`config.mk`:
```
export PLATFORM = sky130hd
export DESIGN_NAME = sorted_timeout_queue
export DESIGN_NICKNAME = d
export VERILOG_FILES = /design/src/design/stq_pkg.sv /design/src/design/sorted_timeout_queue.sv /design/src/design/stq_ram.sv /design/src/design/stq_out.sv
export VERILOG_INCLUDE_DIRS = /design/src /design/src/design
export SDC_FILE = /design/constraint.sdc
export NUM_CORES = 1
export LEC_CHECK = 0
export BUFFER_PORTS_ARGS = -buffer_cell sky130_fd_sc_hd__buf_2
export CAP_MARGIN = 20
export CORE_ASPECT_RATIO = 0.75
export CORE_MARGIN = 5
export CORE_UTILIZATION = 65
export CTS_BUF_LIST = sky130_fd_sc_hd__clkbuf_4
export DETAILED_ROUTE_END_ITERATION = 6
export GPL_ROUTABILITY_DRIVEN = 0
export PLACE_DENSITY = 0.83
export SLEW_MARGIN = 20
export SYNTH_ARGS = -nofsm -noshare
export SYNTH_HDL_FRONTEND = slang
export SYNTH_SLANG_ARGS = --single-unit
export TNS_END_PERCENT = 100
```
`constraint.sdc`:
```
create_clock -name clk -period 13.6 [get_ports clk]
set_clock_uncertainty 0.2 [all_clocks]
set_input_delay 2.72 -clock clk [delete_from_list [all_inputs] [get_ports clk]]
set_output_delay 2.72 -clock clk [all_outputs]
set_load 0.05 [all_outputs]
```
`src/design/sorted_timeout_queue_assert.svh`:
```
// Assertion macros used by the timer queue RTL.
`ifndef SORTED_TIMEOUT_QUEUE_ASSERT_SVH
`define SORTED_TIMEOUT_QUEUE_ASSERT_SVH

// Same-cycle implication, disabled during reset.
`define STQ_ASSERT_IMPLIES(lbl, ante, cons) \
  lbl: assert property (@(posedge clk) disable iff (rst) (ante) |-> (cons)) \
    else $error("timer queue check failed");

// Next-cycle implication, disabled during reset.
`define STQ_ASSERT_NEXT(lbl, ante, cons) \
  lbl: assert property (@(posedge clk) disable iff (rst) (ante) |=> (cons)) \
    else $error("timer queue check failed");

`endif

```
`src/design/stq_pkg.sv`:
```
// ----------------------------------------------------------------------------
// stq_pkg
// Shared types and constants of the sorted timeout queue.
// ----------------------------------------------------------------------------
`timescale 1ns / 1ps

package stq_pkg;

  localparam int NUM_TIMERS = 16;
  localparam int IDX_W = (NUM_TIMERS > 1) ? $clog2(NUM_TIMERS) : 1;
  localparam int CNT_W = $clog2(NUM_TIMERS + 1);

  localparam logic [1:0] M_SCHED = 2'd0;
  localparam logic [1:0] M_DEL   = 2'd1;
  localparam logic [1:0] M_QUERY = 2'd2;
  localparam logic [1:0] M_TICK  = 2'd3;

  localparam logic [2:0] K_SCHED = 3'd0;
  localparam logic [2:0] K_DEL   = 3'd1;
  localparam logic [2:0] K_PEND  = 3'd2;
  localparam logic [2:0] K_EXP   = 3'd3;
  localparam logic [2:0] K_DONE  = 3'd4;

  typedef struct packed {
    logic [7:0]  id;
    logic [31:0] expiry;
    logic        programmed;
  } entry_t;

  localparam int ENTRY_W = $bits(entry_t);

  typedef struct packed {
    logic [2:0]  kind;
    logic [7:0]  id;
    logic        answer;
    logic        full;
    logic        pv;
    logic [31:0] delay;
    logic        last;
  } result_t;

endpackage

```
`src/design/sorted_timeout_queue.sv`:
```
// Schedule, delete and query search the table entry by entry, from the head; schedule and
// delete then shift entries to close or open a slot.
// Tick reports each expired head entry, then moves the remaining entries down to close the gap.
// One item is handled at a time; stalls on the result channel hold up the item in progress.
// Reset is synchronous and empties the table at once; no clearing pass.
`timescale 1ns / 1ps

module sorted_timeout_queue (
  input  logic        clk,
  input  logic        rst,
  input  logic        in_valid,
  output logic        in_stall,
  input  logic [1:0]  mode,
  input  logic [7:0]  timer_id,
  input  logic [31:0] expiry_time,
  input  logic [31:0] now,
  output logic        out_valid,
  input  logic        out_stall,
  output logic [2:0]  kind,
  output logic [7:0]  result_id,
  output logic        answer,
  output logic        table_full,
  output logic        program_valid,
  output logic [31:0] program_delay,
  output logic        last
);

  `include "sorted_timeout_queue_assert.svh"

  localparam int CW = stq_pkg::CNT_W;
  localparam int IW = stq_pkg::IDX_W;

  localparam logic [3:0] S_IDLE   = 4'd0;
  localparam logic [3:0] S_LOC_RD = 4'd1;
  localparam logic [3:0] S_LOC_EV = 4'd2;
  localparam logic [3:0] S_DECIDE = 4'd3;
  localparam logic [3:0] S_RM_RD  = 4'd4;
  localparam logic [3:0] S_RM_EV  = 4'd5;
  localparam logic [3:0] S_INS_RD = 4'd6;
  localparam logic [3:0] S_INS_EV = 4'd7;
  localparam logic [3:0] S_PH_RD  = 4'd8;
  localparam logic [3:0] S_PH_EV  = 4'd9;
  localparam logic [3:0] S_PH1_EV = 4'd10;
  localparam logic [3:0] S_TK_RD  = 4'd11;
  localparam logic [3:0] S_TK_EV  = 4'd12;
  localparam logic [3:0] S_CP_RD  = 4'd13;
  localparam logic [3:0] S_CP_EV  = 4'd14;
  localparam logic [3:0] S_EMIT   = 4'd15;

  logic [3:0]  state, state_next;
  logic [CW-1:0] idx, idx_next;
  logic [CW-1:0] skip, skip_next;
  logic [CW-1:0] pos, pos_next;
  logic [CW-1:0] count, count_next;
  logic        found, found_next;
  logic [1:0]  mode_r;
  logic [7:0]  id_r;
  logic [31:0] exp_r;
  logic [31:0] now_r;
  stq_pkg::result_t res, res_next;

  logic            we;
  logic [IW-1:0]   waddr, raddr;
  stq_pkg::entry_t wdata, rdata;
  logic            load, free, accept;
  logic [2:0]      ack_kind;
  logic [31:0]     head_delay;
  stq_pkg::entry_t new_entry;
  logic            out_is_ack;

  assign in_stall  = (state != S_IDLE);
  assign accept    = in_valid && !in_stall;
  assign ack_kind  = (mode_r == stq_pkg::M_SCHED) ? stq_pkg::K_SCHED : stq_pkg::K_DEL;
  assign head_delay = (rdata.expiry > now_r) ? (rdata.expiry - now_r) : 32'd0;
  assign new_entry = '{id: id_r, expiry: exp_r, programmed: 1'b0};
  assign out_is_ack = (kind == stq_pkg::K_SCHED) || (kind == stq_pkg::K_DEL);

  stq_ram #(.WIDTH(stq_pkg::ENTRY_W), .DEPTH(stq_pkg::NUM_TIMERS)) u_ram (
    .clk   (clk),
    .we    (we),
    .waddr (waddr),
    .wdata (wdata),
    .raddr (raddr),
    .rdata (rdata)
  );

  stq_out u_out (
    .clk           (clk),
    .rst           (rst),
    .load          (load),
    .res           (res),
    .out_stall     (out_stall),
    .free          (free),
    .out_valid     (out_valid),
    .kind          (kind),
    .result_id     (result_id),
    .answer        (answer),
    .table_full    (table_full),
    .program_valid (program_valid),
    .program_delay (program_delay),
    .last          (last)
  );

  always_comb begin
    state_next = state;
    idx_next   = idx;
    skip_next  = skip;
    pos_next   = pos;
    count_next = count;
    found_next = found;
    res_next   = res;
    we         = 1'b0;
    waddr      = '0;
    wdata      = '0;
    raddr      = '0;
    load       = 1'b0;
    unique case (state)
      S_IDLE: begin
        if (accept) begin
          idx_next   = '0;
          found_next = 1'b0;
          state_next = (mode == stq_pkg::M_TICK) ? S_TK_RD : S_LOC_RD;
        end
      end
      S_LOC_RD: begin
        raddr = idx[IW-1:0];
        state_next = (idx == count) ? S_DECIDE : S_LOC_EV;
      end
      S_LOC_EV: begin
        if (rdata.id == id_r) begin
          found_next = 1'b1;
          pos_next   = idx;
          state_next = S_DECIDE;
        end else begin
          idx_next   = idx + 1'b1;
          state_next = S_LOC_RD;
        end
      end
      S_DECIDE: begin
        if (mode_r == stq_pkg::M_QUERY) begin
          res_next = '{kind: stq_pkg::K_PEND, id: id_r, answer: found, full: 1'b0,
                       pv: 1'b0, delay: 32'd0, last: 1'b1};
          state_next = S_EMIT;
        end else if (!found && mode_r == stq_pkg::M_SCHED &&
                     count == CW'(stq_pkg::NUM_TIMERS)) begin
          res_next = '{kind: stq_pkg::K_SCHED, id: id_r, answer: 1'b0, full: 1'b1,
                       pv: 1'b0, delay: 32'd0, last: 1'b1};
          state_next = S_EMIT;
        end else if (found) begin
          idx_next   = pos;
          state_next = S_RM_RD;
        end else if (mode_r == stq_pkg::M_SCHED) begin
          idx_next   = count;
          state_next = S_INS_RD;
        end else begin
          state_next = S_PH_RD;
        end
      end
      S_RM_RD: begin
        raddr = IW'(idx + 1'b1);
        if (CW'(idx + 1'b1) >= count) begin
          count_next = count - 1'b1;
          idx_next   = count - 1'b1;
          state_next = (mode_r == stq_pkg::M_SCHED) ? S_INS_RD : S_PH_RD;
        end else begin
          state_next = S_RM_EV;
        end
      end
      S_RM_EV: begin
        we         = 1'b1;
        waddr      = idx[IW-1:0];
        wdata      = rdata;
        idx_next   = idx + 1'b1;
        state_next = S_RM_RD;
      end
      // Walk down from the top, moving later entries up one place until the
      // slot for the new timer is found.
      S_INS_RD: begin
        raddr = IW'(idx - 1'b1);
        if (idx == '0) begin
          we         = 1'b1;
          waddr      = '0;
          wdata      = new_entry;
          count_next = count + 1'b1;
          state_next = S_PH_RD;
        end else begin
          state_next = S_INS_EV;
        end
      end
      S_INS_EV: begin
        we    = 1'b1;
        waddr = idx[IW-1:0];
        if (rdata.expiry < exp_r) begin
          wdata      = new_entry;
          count_next = count + 1'b1;
          state_next = S_PH_RD;
        end else begin
          wdata      = rdata;
          idx_next   = idx - 1'b1;
          state_next = S_INS_RD;
        end
      end
      S_PH_RD: begin
        raddr = '0;
        if (count == '0) begin
          res_next = '{kind: ack_kind, id: id_r, answer: found, full: 1'b0,
                       pv: 1'b0, delay: 32'd0, last: 1'b1};
          state_next = S_EMIT;
        end else begin
          state_next = S_PH_EV;
        end
      end
      S_PH_EV: begin
        raddr = IW'(1);
        res_next = '{kind: ack_kind, id: id_r, answer: found, full: 1'b0,
                     pv: !rdata.programmed, delay: rdata.programmed ? 32'd0 : head_delay,
                     last: 1'b1};
        if (rdata.programmed) begin
          state_next = S_EMIT;
        end else begin
          we         = 1'b1;
          waddr      = '0;
          wdata      = '{id: rdata.id, expiry: rdata.expiry, programmed: 1'b1};
          state_next = (count > CW'(1)) ? S_PH1_EV : S_EMIT;
        end
      end
      S_PH1_EV: begin
        we         = 1'b1;
        waddr      = IW'(1);
        wdata      = '{id: rdata.id, expiry: rdata.expiry, programmed: 1'b0};
        state_next = S_EMIT;
      end
      S_TK_RD: begin
        raddr = idx[IW-1:0];
        if (idx == count) begin
          skip_next  = idx;
          idx_next   = '0;
          state_next = S_CP_RD;
        end else begin
          state_next = S_TK_EV;
        end
      end
      S_TK_EV: begin
        if (rdata.expiry <= now_r) begin
          res_next = '{kind: stq_pkg::K_EXP, id: rdata.id, answer: 1'b0, full: 1'b0,
                       pv: 1'b0, delay: 32'd0, last: 1'b0};
          idx_next   = idx + 1'b1;
          state_next = S_EMIT;
        end else begin
          skip_next  = idx;
          idx_next   = '0;
          state_next = S_CP_RD;
        end
      end
      // Close the gap left by the expired head entries.
      S_CP_RD: begin
        raddr = IW'(idx + skip);
        if (CW'(idx + skip) >= count) begin
          count_next = count - skip;
          res_next = '{kind: stq_pkg::K_DONE, id: 8'd0, answer: 1'b0, full: 1'b0,
                       pv: 1'b0, delay: 32'd0, last: 1'b1};
          state_next = S_EMIT;
        end else begin
          state_next = S_CP_EV;
        end
      end
      S_CP_EV: begin
        we         = 1'b1;
        waddr      = idx[IW-1:0];
        wdata      = rdata;
        idx_next   = idx + 1'b1;
        state_next = S_CP_RD;
      end
      S_EMIT: begin
        if (free) begin
          load       = 1'b1;
          state_next = res.last ? S_IDLE : S_TK_RD;
        end
      end
      default: state_next = S_IDLE;
    endcase
  end

  always_ff @(posedge clk) begin
    if (rst) begin
      state <= S_IDLE;
      count <= '0;
    end else begin
      state <= state_next;
      count <= count_next;
    end
  end

  always_ff @(posedge clk) begin
    idx   <= idx_next;
    skip  <= skip_next;
    pos   <= pos_next;
    found <= found_next;
    res   <= res_next;
    if (accept) begin
      mode_r <= mode;
      id_r   <= timer_id;
      exp_r  <= expiry_time;
      now_r  <= now;
    end
  end

  `STQ_ASSERT_IMPLIES(a_count_bound, 1'b1, count <= CW'(stq_pkg::NUM_TIMERS))
  `STQ_ASSERT_NEXT(a_busy_after_accept, accept, in_stall)
  `STQ_ASSERT_IMPLIES(a_program_on_ack, out_valid && program_valid, out_is_ack)

endmodule

```
`src/design/stq_ram.sv`:
```
// ----------------------------------------------------------------------------
// stq_ram
// Generic simple dual-port RAM with one write port and a registered read.
// ----------------------------------------------------------------------------
`timescale 1ns / 1ps

module stq_ram #(
  parameter int WIDTH = 8,
  parameter int DEPTH = 16
) (
  input  logic                                    clk,
  input  logic                                    we,
  input  logic [(DEPTH > 1 ? $clog2(DEPTH) : 1)-1:0] waddr,
  input  logic [WIDTH-1:0]                        wdata,
  input  logic [(DEPTH > 1 ? $clog2(DEPTH) : 1)-1:0] raddr,
  output logic [WIDTH-1:0]                        rdata
);

  logic [WIDTH-1:0] mem [DEPTH];

  always_ff @(posedge clk) begin
    if (we) begin
      mem[waddr] <= wdata;
    end
    rdata <= mem[raddr];
  end

endmodule

```
`src/design/stq_out.sv`:
```
// ----------------------------------------------------------------------------
// stq_out
// Output register of the result channel; frees itself on a transfer.
// ----------------------------------------------------------------------------
`timescale 1ns / 1ps

module stq_out (
  input  logic             clk,
  input  logic             rst,
  input  logic             load,
  input  stq_pkg::result_t res,
  input  logic             out_stall,
  output logic             free,
  output logic             out_valid,
  output logic [2:0]       kind,
  output logic [7:0]       result_id,
  output logic             answer,
  output logic             table_full,
  output logic             program_valid,
  output logic [31:0]      program_delay,
  output logic             last
);

  stq_pkg::result_t held;

  assign free = !out_valid || !out_stall;

  always_ff @(posedge clk) begin
    if (rst) begin
      out_valid <= 1'b0;
    end else if (load) begin
      out_valid <= 1'b1;
    end else if (free) begin
      out_valid <= 1'b0;
    end
  end

  always_ff @(posedge clk) begin
    if (load) begin
      held <= res;
    end
  end

  assign kind          = held.kind;
  assign result_id     = held.id;
  assign answer        = held.answer;
  assign table_full    = held.full;
  assign program_valid = held.pv;
  assign program_delay = held.delay;
  assign last          = held.last;

endmodule

```
# Word level (Yosys, flattened, before mapping)
# Memories as Yosys holds them, arrays and structs flattened. A register that Yosys moved wholly into a read port is not among the register bits.
# Index checks and enable logic that the tools add are counted.
# Widths: inputs -> output; s select.
dict set report totals {
  register_bits 194
  ramBits 656
  out_inout_bits 49
  elab_cells 172
  n_memories 1
}
dict set report classes {
  add_sub_neg 7
  magnitude_cmp 6
  n_eq_ne 37
  n_mux 65
  n_reduce_logical 31
}
# memory words word_bits read_ports rd_ports_with_merged_regs write_ports line
set memory_table {}
lappend memory_table {u_ram.mem 16 41 1 1 1 stq_ram.sv:19} ;# logic [WIDTH-1:0] mem [DEPTH];
# op n
set op_table {}
lappend op_table {{$mux 47} 5}
lappend op_table {{$pmux 47 s5} 1}
lappend op_table {{$pmux 41 s5} 1}
lappend op_table {{$mux 41} 3}
lappend op_table {{$mux 5} 15}
lappend op_table {{$mux 32} 2}
lappend op_table {{$pmux 4 s16} 1}
lappend op_table {{$mux 4} 11}
lappend op_table {{$pmux 5 s8} 1}
lappend op_table {{$eq 4x4->1 const B} 8}
lappend op_table {{$gt 32x32->1} 1}
lappend op_table {{$le 32x32->1} 1}
lappend op_table {{$lt 32x32->1} 1}
lappend op_table {{$sub 32x32->32} 1}
lappend op_table {{$ne 2x2->1 const B} 15}
lappend op_table {{$pmux 4 s5} 1}
lappend op_table {{$pmux 5 s4} 1}
lappend op_table {{$eq 4x3->1 const B} 4}
lappend op_table {{$mux 1} 14}
lappend op_table {{$add 5x1->5 const B} 2}
lappend op_table {{$ge 5x5->1} 2}
lappend op_table {{$logic_not 5->1} 2}
lappend op_table {{$pmux 5 s2} 1}
lappend op_table {{$reduce_and 5->1} 2}
lappend op_table {{other kinds (31)} 50}

# Depth between registers and ports, before layout
dict set report depth {
  word_depth 6
  ltp_mapped 15
  mapped_depth_nobuf 13
}

# Cells and area by module
# From an unflattened synthesis, not the netlist that was laid out.
dict set report hier_totals {
  hier_cells 2062
  area_unflattened_um2 36406.2
}
# mod n_inst cells_per_inst area_per_inst_um2 seq_area_each_um2
set modules_own_cells {}
lappend modules_own_cells {stq_ram 1 1066 25375.6 20519.7}
lappend modules_own_cells {sorted_timeout_queue 1 945 9586.7 4294.1}
lappend modules_own_cells {stq_out 1 51 1443.9 1431.4}

# Worst setup path after synthesis
# Ideal clock, no wire load.
dict set report synth_timing {
  kind {register to register}
  start {register idx[0]}
  end {register res[0] (netlist name)}
  setup_time_ns 0.528
  arrival_ns 5.660
  required_time_ns 12.872
  setup_slack_ns 7.212
  stages_incl_launch_ff 10
  period_less_slack_ns 6.388
  path_cell_list {edfxtp_1 ha_1 fa_1 a21o_1 a21oi_1 xnor2_1 ha_1 o21a_1 nor2_1 a221oi_1}
}
dict set report synth_between {
  elab_chain_len 4
}
# item line
set synth_rtl {}
lappend synth_rtl {{start, declared} sorted_timeout_queue.sv:51} ;# logic [CW-1:0] idx, idx_next;
lappend synth_rtl {{start signal, assigned} sorted_timeout_queue.sv:295} ;# idx <= idx_next;
lappend synth_rtl {{$add 5x5->5} sorted_timeout_queue.sv:258} ;# if (CW'(idx + skip) >= count) begin
lappend synth_rtl {{$ge 5x5->1} sorted_timeout_queue.sv:258}
lappend synth_rtl {{$ne 2x2->1 (no source line)} n/a}
lappend synth_rtl {{$reduce_and 5->1 (no source line)} n/a}
# No other way between the ends.
# A chain may end at the register's enable or synchronous reset.

# Final worst setup path
dict set report layout_timing {
  start {register state[0]}
  end {output port in_stall}
}
dict set report layout_between {
  elab_chain_len 1
}
# item line
set layout_rtl {}
lappend layout_rtl {{start, declared} sorted_timeout_queue.sv:50} ;# logic [3:0] state, state_next;
lappend layout_rtl {{start signal, assigned} sorted_timeout_queue.sv:289} ;# state <= state_next;
lappend layout_rtl {{$reduce_bool 4->1} sorted_timeout_queue.sv:71} ;# assign in_stall = (state != S_IDLE);
lappend layout_rtl {{end, declared} sorted_timeout_queue.sv:12} ;# output logic in_stall,
# No other way between the ends.

==> run_results.csv <==
group,metric,value,unit
run_status,outcome,"complete, no violations",
detailed_routing,dr.pass1.iters,6,
place,place_ws,8.31,ns
floorplanning,io_pins,127,
timing,setup_slack,7.80,ns
layout,area_growth,11.0,%
clock_network,cts_buffers,198,
yosys,syn_nets,2570,
grt,grt_max_degree,156,
critical_path,critPathMaxFanout,33,
place,dp_cells,3252,
yosys,postSynth.asyncResetShare,0,%
detailed_routing,drc,0,
layout,layout.nets,2830,
timing,min_period,5.80,ns
place,place.port_buffers,126,
critical_path,criticalPathCategory,"reg -> out",
critical_path,r2r.worst_path.cells,11,
critical_path,r2r-end,"u_ram.rdata[12]",
yosys,netlist_area,38200,um^2
layout,final_layout_size_suffix_gt1_share,18.6,%
worst_hold_path,hold_end,"u_out.table_full",
yosys,synth_most_common_cell,"edfxtp_1",
layout,fin_cells,3623,
floorplanning,die_area,63700,um^2
timing,slew_viol_final,0,
yosys,synth_top_flop_cell,"edfxtp_1",
detailed_routing,drtIter0Drc,2459,
detailed_routing,wl_per_cell,24.8,um
detailed_routing,viasPerCell,6.20,
place,placed_cell_area,39700,um^2
power,power.density,224,nW/um^2
worst_hold_path,worstHoldPathType,"reg -> reg",
critical_path,end_kind,"output pin",
clock_network,clock_latency,0.95,ns
clock_network,hold_buffers,0,
detailed_routing,drtAntennaViolNets,0,
grt,overflow,0,
job,maxCapViolCount,0,
timing,timing.final.crit_share,42.6,%
critical_path,regToRegSetupSlack,8.27,ns
critical_path,cp.arrival,2.88,ns
floorplanning,dieWidth,290,um
timing,rsz0062_at_grt,"no",
yosys,ys_seq_area_share,68.7,%
power,vdd_drop_max,0.367,mV
yosys,yosysWarnings,0,
yosys,yosys-top-cells-area,"edfxtp_1, mux2i_1, ha_1",
critical_path,crit_required,10.68,ns
grt,grt_first_pass_wirelength,133,mm
yosys,synth_seq_cells,891,
worst_hold_path,hold_depth,0,
timing,slew-limit-headroom,17.7,%
worst_hold_path,hp-start,"res[34]",
clock_network,cts.htree.levels,4,
critical_path,startpoint_type,"register",
timing,finalSetupViolations,0,
clock_network,cts_setup_buffers,0,
layout,fillers,3687,
power,p_int,6.02,mW
grt,antenna_found_initial,4,
detailed_routing,via_count,22500,
floorplanning,start_util,65.2,%
clock_network,cts_tree,"built",
power,power_frac_clock,21.8,%
timing,tightestPinTransition,1.24,ns
clock_network,cts.sinks,891,
layout,final_util,72.4,%
floorplanning,core_area,58600,um^2
grt,grt_util_all_layers,27.6,%
power,comb_power_share,40.0,%
power,p_sw_share,36.6,%
timing,fin_tns_setup,0,ns
timing,max_freq,172,MHz
yosys,yosysTopAreaCellShare,66.1,%
yosys,synth_top_area_cell,"edfxtp_1",
clock_network,cts_root_buffer,"clkbuf_4",
timing,final-hold-violation-count,0,
yosys,yosys.cell_types.count,76,
place,place_hpwl,51.2,mm
grt,grt_pass1_vias,22600,
yosys,synth_edf_count,840,
detailed_routing,finalWirelength,90.0,mm
yosys,postSynthCellCount,2404,
power,p_seq_share,38.3,%
floorplanning,die-height,220,um
clock_network,clock_path_buffers,3,
layout,postLayoutCellArea,42400,um^2
yosys,syn_avg_cell_area,15.9,um^2
yosys,netlist_top_cells_count,"edfxtp_1, mux2i_1, nor2_1, inv_1, ha_1",
clock_network,path_clk_slew,0.07,ns
clock_network,post_cts_resized,0,
floorplanning,placementRows,77,
power,power.switching,3.47,mW
critical_path,r2r-start,"state[0]",
power,p_leak,17.3,nW
state kept, by name (all words and copies together), names as in the netlist, 5 cells and up:
name                 count
res                     47
idx                      5
id_r                     8
count                    5
u_ram.rdata             41
skip                     5
u_out.result_id          8
u_out.program_delay     32
now_r                   32
exp_r                   32
pos                      5
u_ram.mem              656
power groups by stage:
stage	registers [mW]	logic, mW	clock network [mW]
3_3_place_gp	3.67	3.58	0
6_report	3.63	3.79	2.07
3_5_place_dp	3.68	3.70	0
2_1_floorplan	3.55	2.92	0
5_1_grt	3.64	4.04	2.25
4_1_cts	3.62	3.72	2.10
how the worst max path moves through the flow:
stage                         from                to  cells past startpoint
after floorplan             idx[0]            res[0]                      9
after global placement    exp_r[7]  u_ram.mem[4][14]                     10
after detailed placement  state[0]   u_ram.rdata[12]                      9
after CTS                 state[0]          in_stall                      3
after global routing      state[0]          in_stall                      3
final                     state[0]          in_stall                      3
cell usage in the layout, fill, tap and decap left out, types with 4 or more instances in the layout:
| cell type | n |
|---|---|
| edfxtp_1 | 840 |
| mux2i_1 | 621 |
| clkbuf_4 | 310 |
| buf_2 | 126 |
| inv_1 | 94 |
| nor2_1 | 91 |
| ha_1 | 85 |
| a21oi_1 | 64 |
| nand2_1 | 59 |
| dfxtp_1 | 51 |
| a22o_1 | 49 |
| clkinv_1 | 40 |
| o21ai_0 | 38 |
| xnor2_1 | 33 |
| buf_4 | 29 |
| nor3_1 | 25 |
| a21o_1 | 23 |
| nand3_1 | 20 |
| xor2_1 | 20 |
| nand4_1 | 17 |
| nor2_4 | 16 |
| a31oi_1 | 11 |
| nand2b_1 | 9 |
| a211oi_1 | 9 |
| o22ai_1 | 8 |
| clkinv_2 | 8 |
| o21a_1 | 7 |
| nor2b_1 | 7 |
| inv_2 | 6 |
| diode_2 | 5 |
| or2_2 | 5 |
| and3_1 | 5 |
| o221ai_1 | 5 |
| a221oi_1 | 4 |
| a22oi_1 | 4 |
routing by layer:
| layer | vias up | routed length (um) | track usage, % |
|---|---|---|---|
| met4 | 0 | 2550 | 9.47 |
| met5 | - | 0 | 0 |
| li1 | 9955 | - | - |
| met3 | 177 | 8100 | 6.72 |
| met2 | 1213 | 43600 | 45.4 |
| met1 | 11100 | 35700 | 36.8 |
per-stage QoR:
stage / power [mW] / hold WS, ns
final: 9.48 / 0.212
after global routing: 9.94 / 0.225
after CTS: 9.45 / 0.212
after detailed placement: 7.38 / 0.205
after global placement: 7.25 / 0.202
after floorplan: 6.47 / 0.200
logic make-up after synthesis:
group	synth area share, %
flip-flops	68.7
multiplexers	16.3
AO/OA/AOI/OAI	5.20
AND/OR/NAND/NOR	3.25
buffers and inverters	2.35
adder cells (fa/ha/maj)	2.97
XOR/XNOR	1.22
area by class of cell:
cell class	instances	area (um^2)	area share, %
diodes	5	12.5	0.0295
clock buffers	310	2330	5.49
clock inverters	54	248	0.584
inverters	97	364	0.859
multi-input cells	1315	11200	26.5
flip-flops and latches	891	26200	61.9
well taps	790	988	2.33
repair buffers	161	965	2.28
critical path: stages, from the launching register on:
cell	delay [ns]
dfxtp_1	1.07
nor2_1	0.34
nand2_1	0.24
buf_2	0.29
No activity file was read; power rests on OpenSTA's default activity.
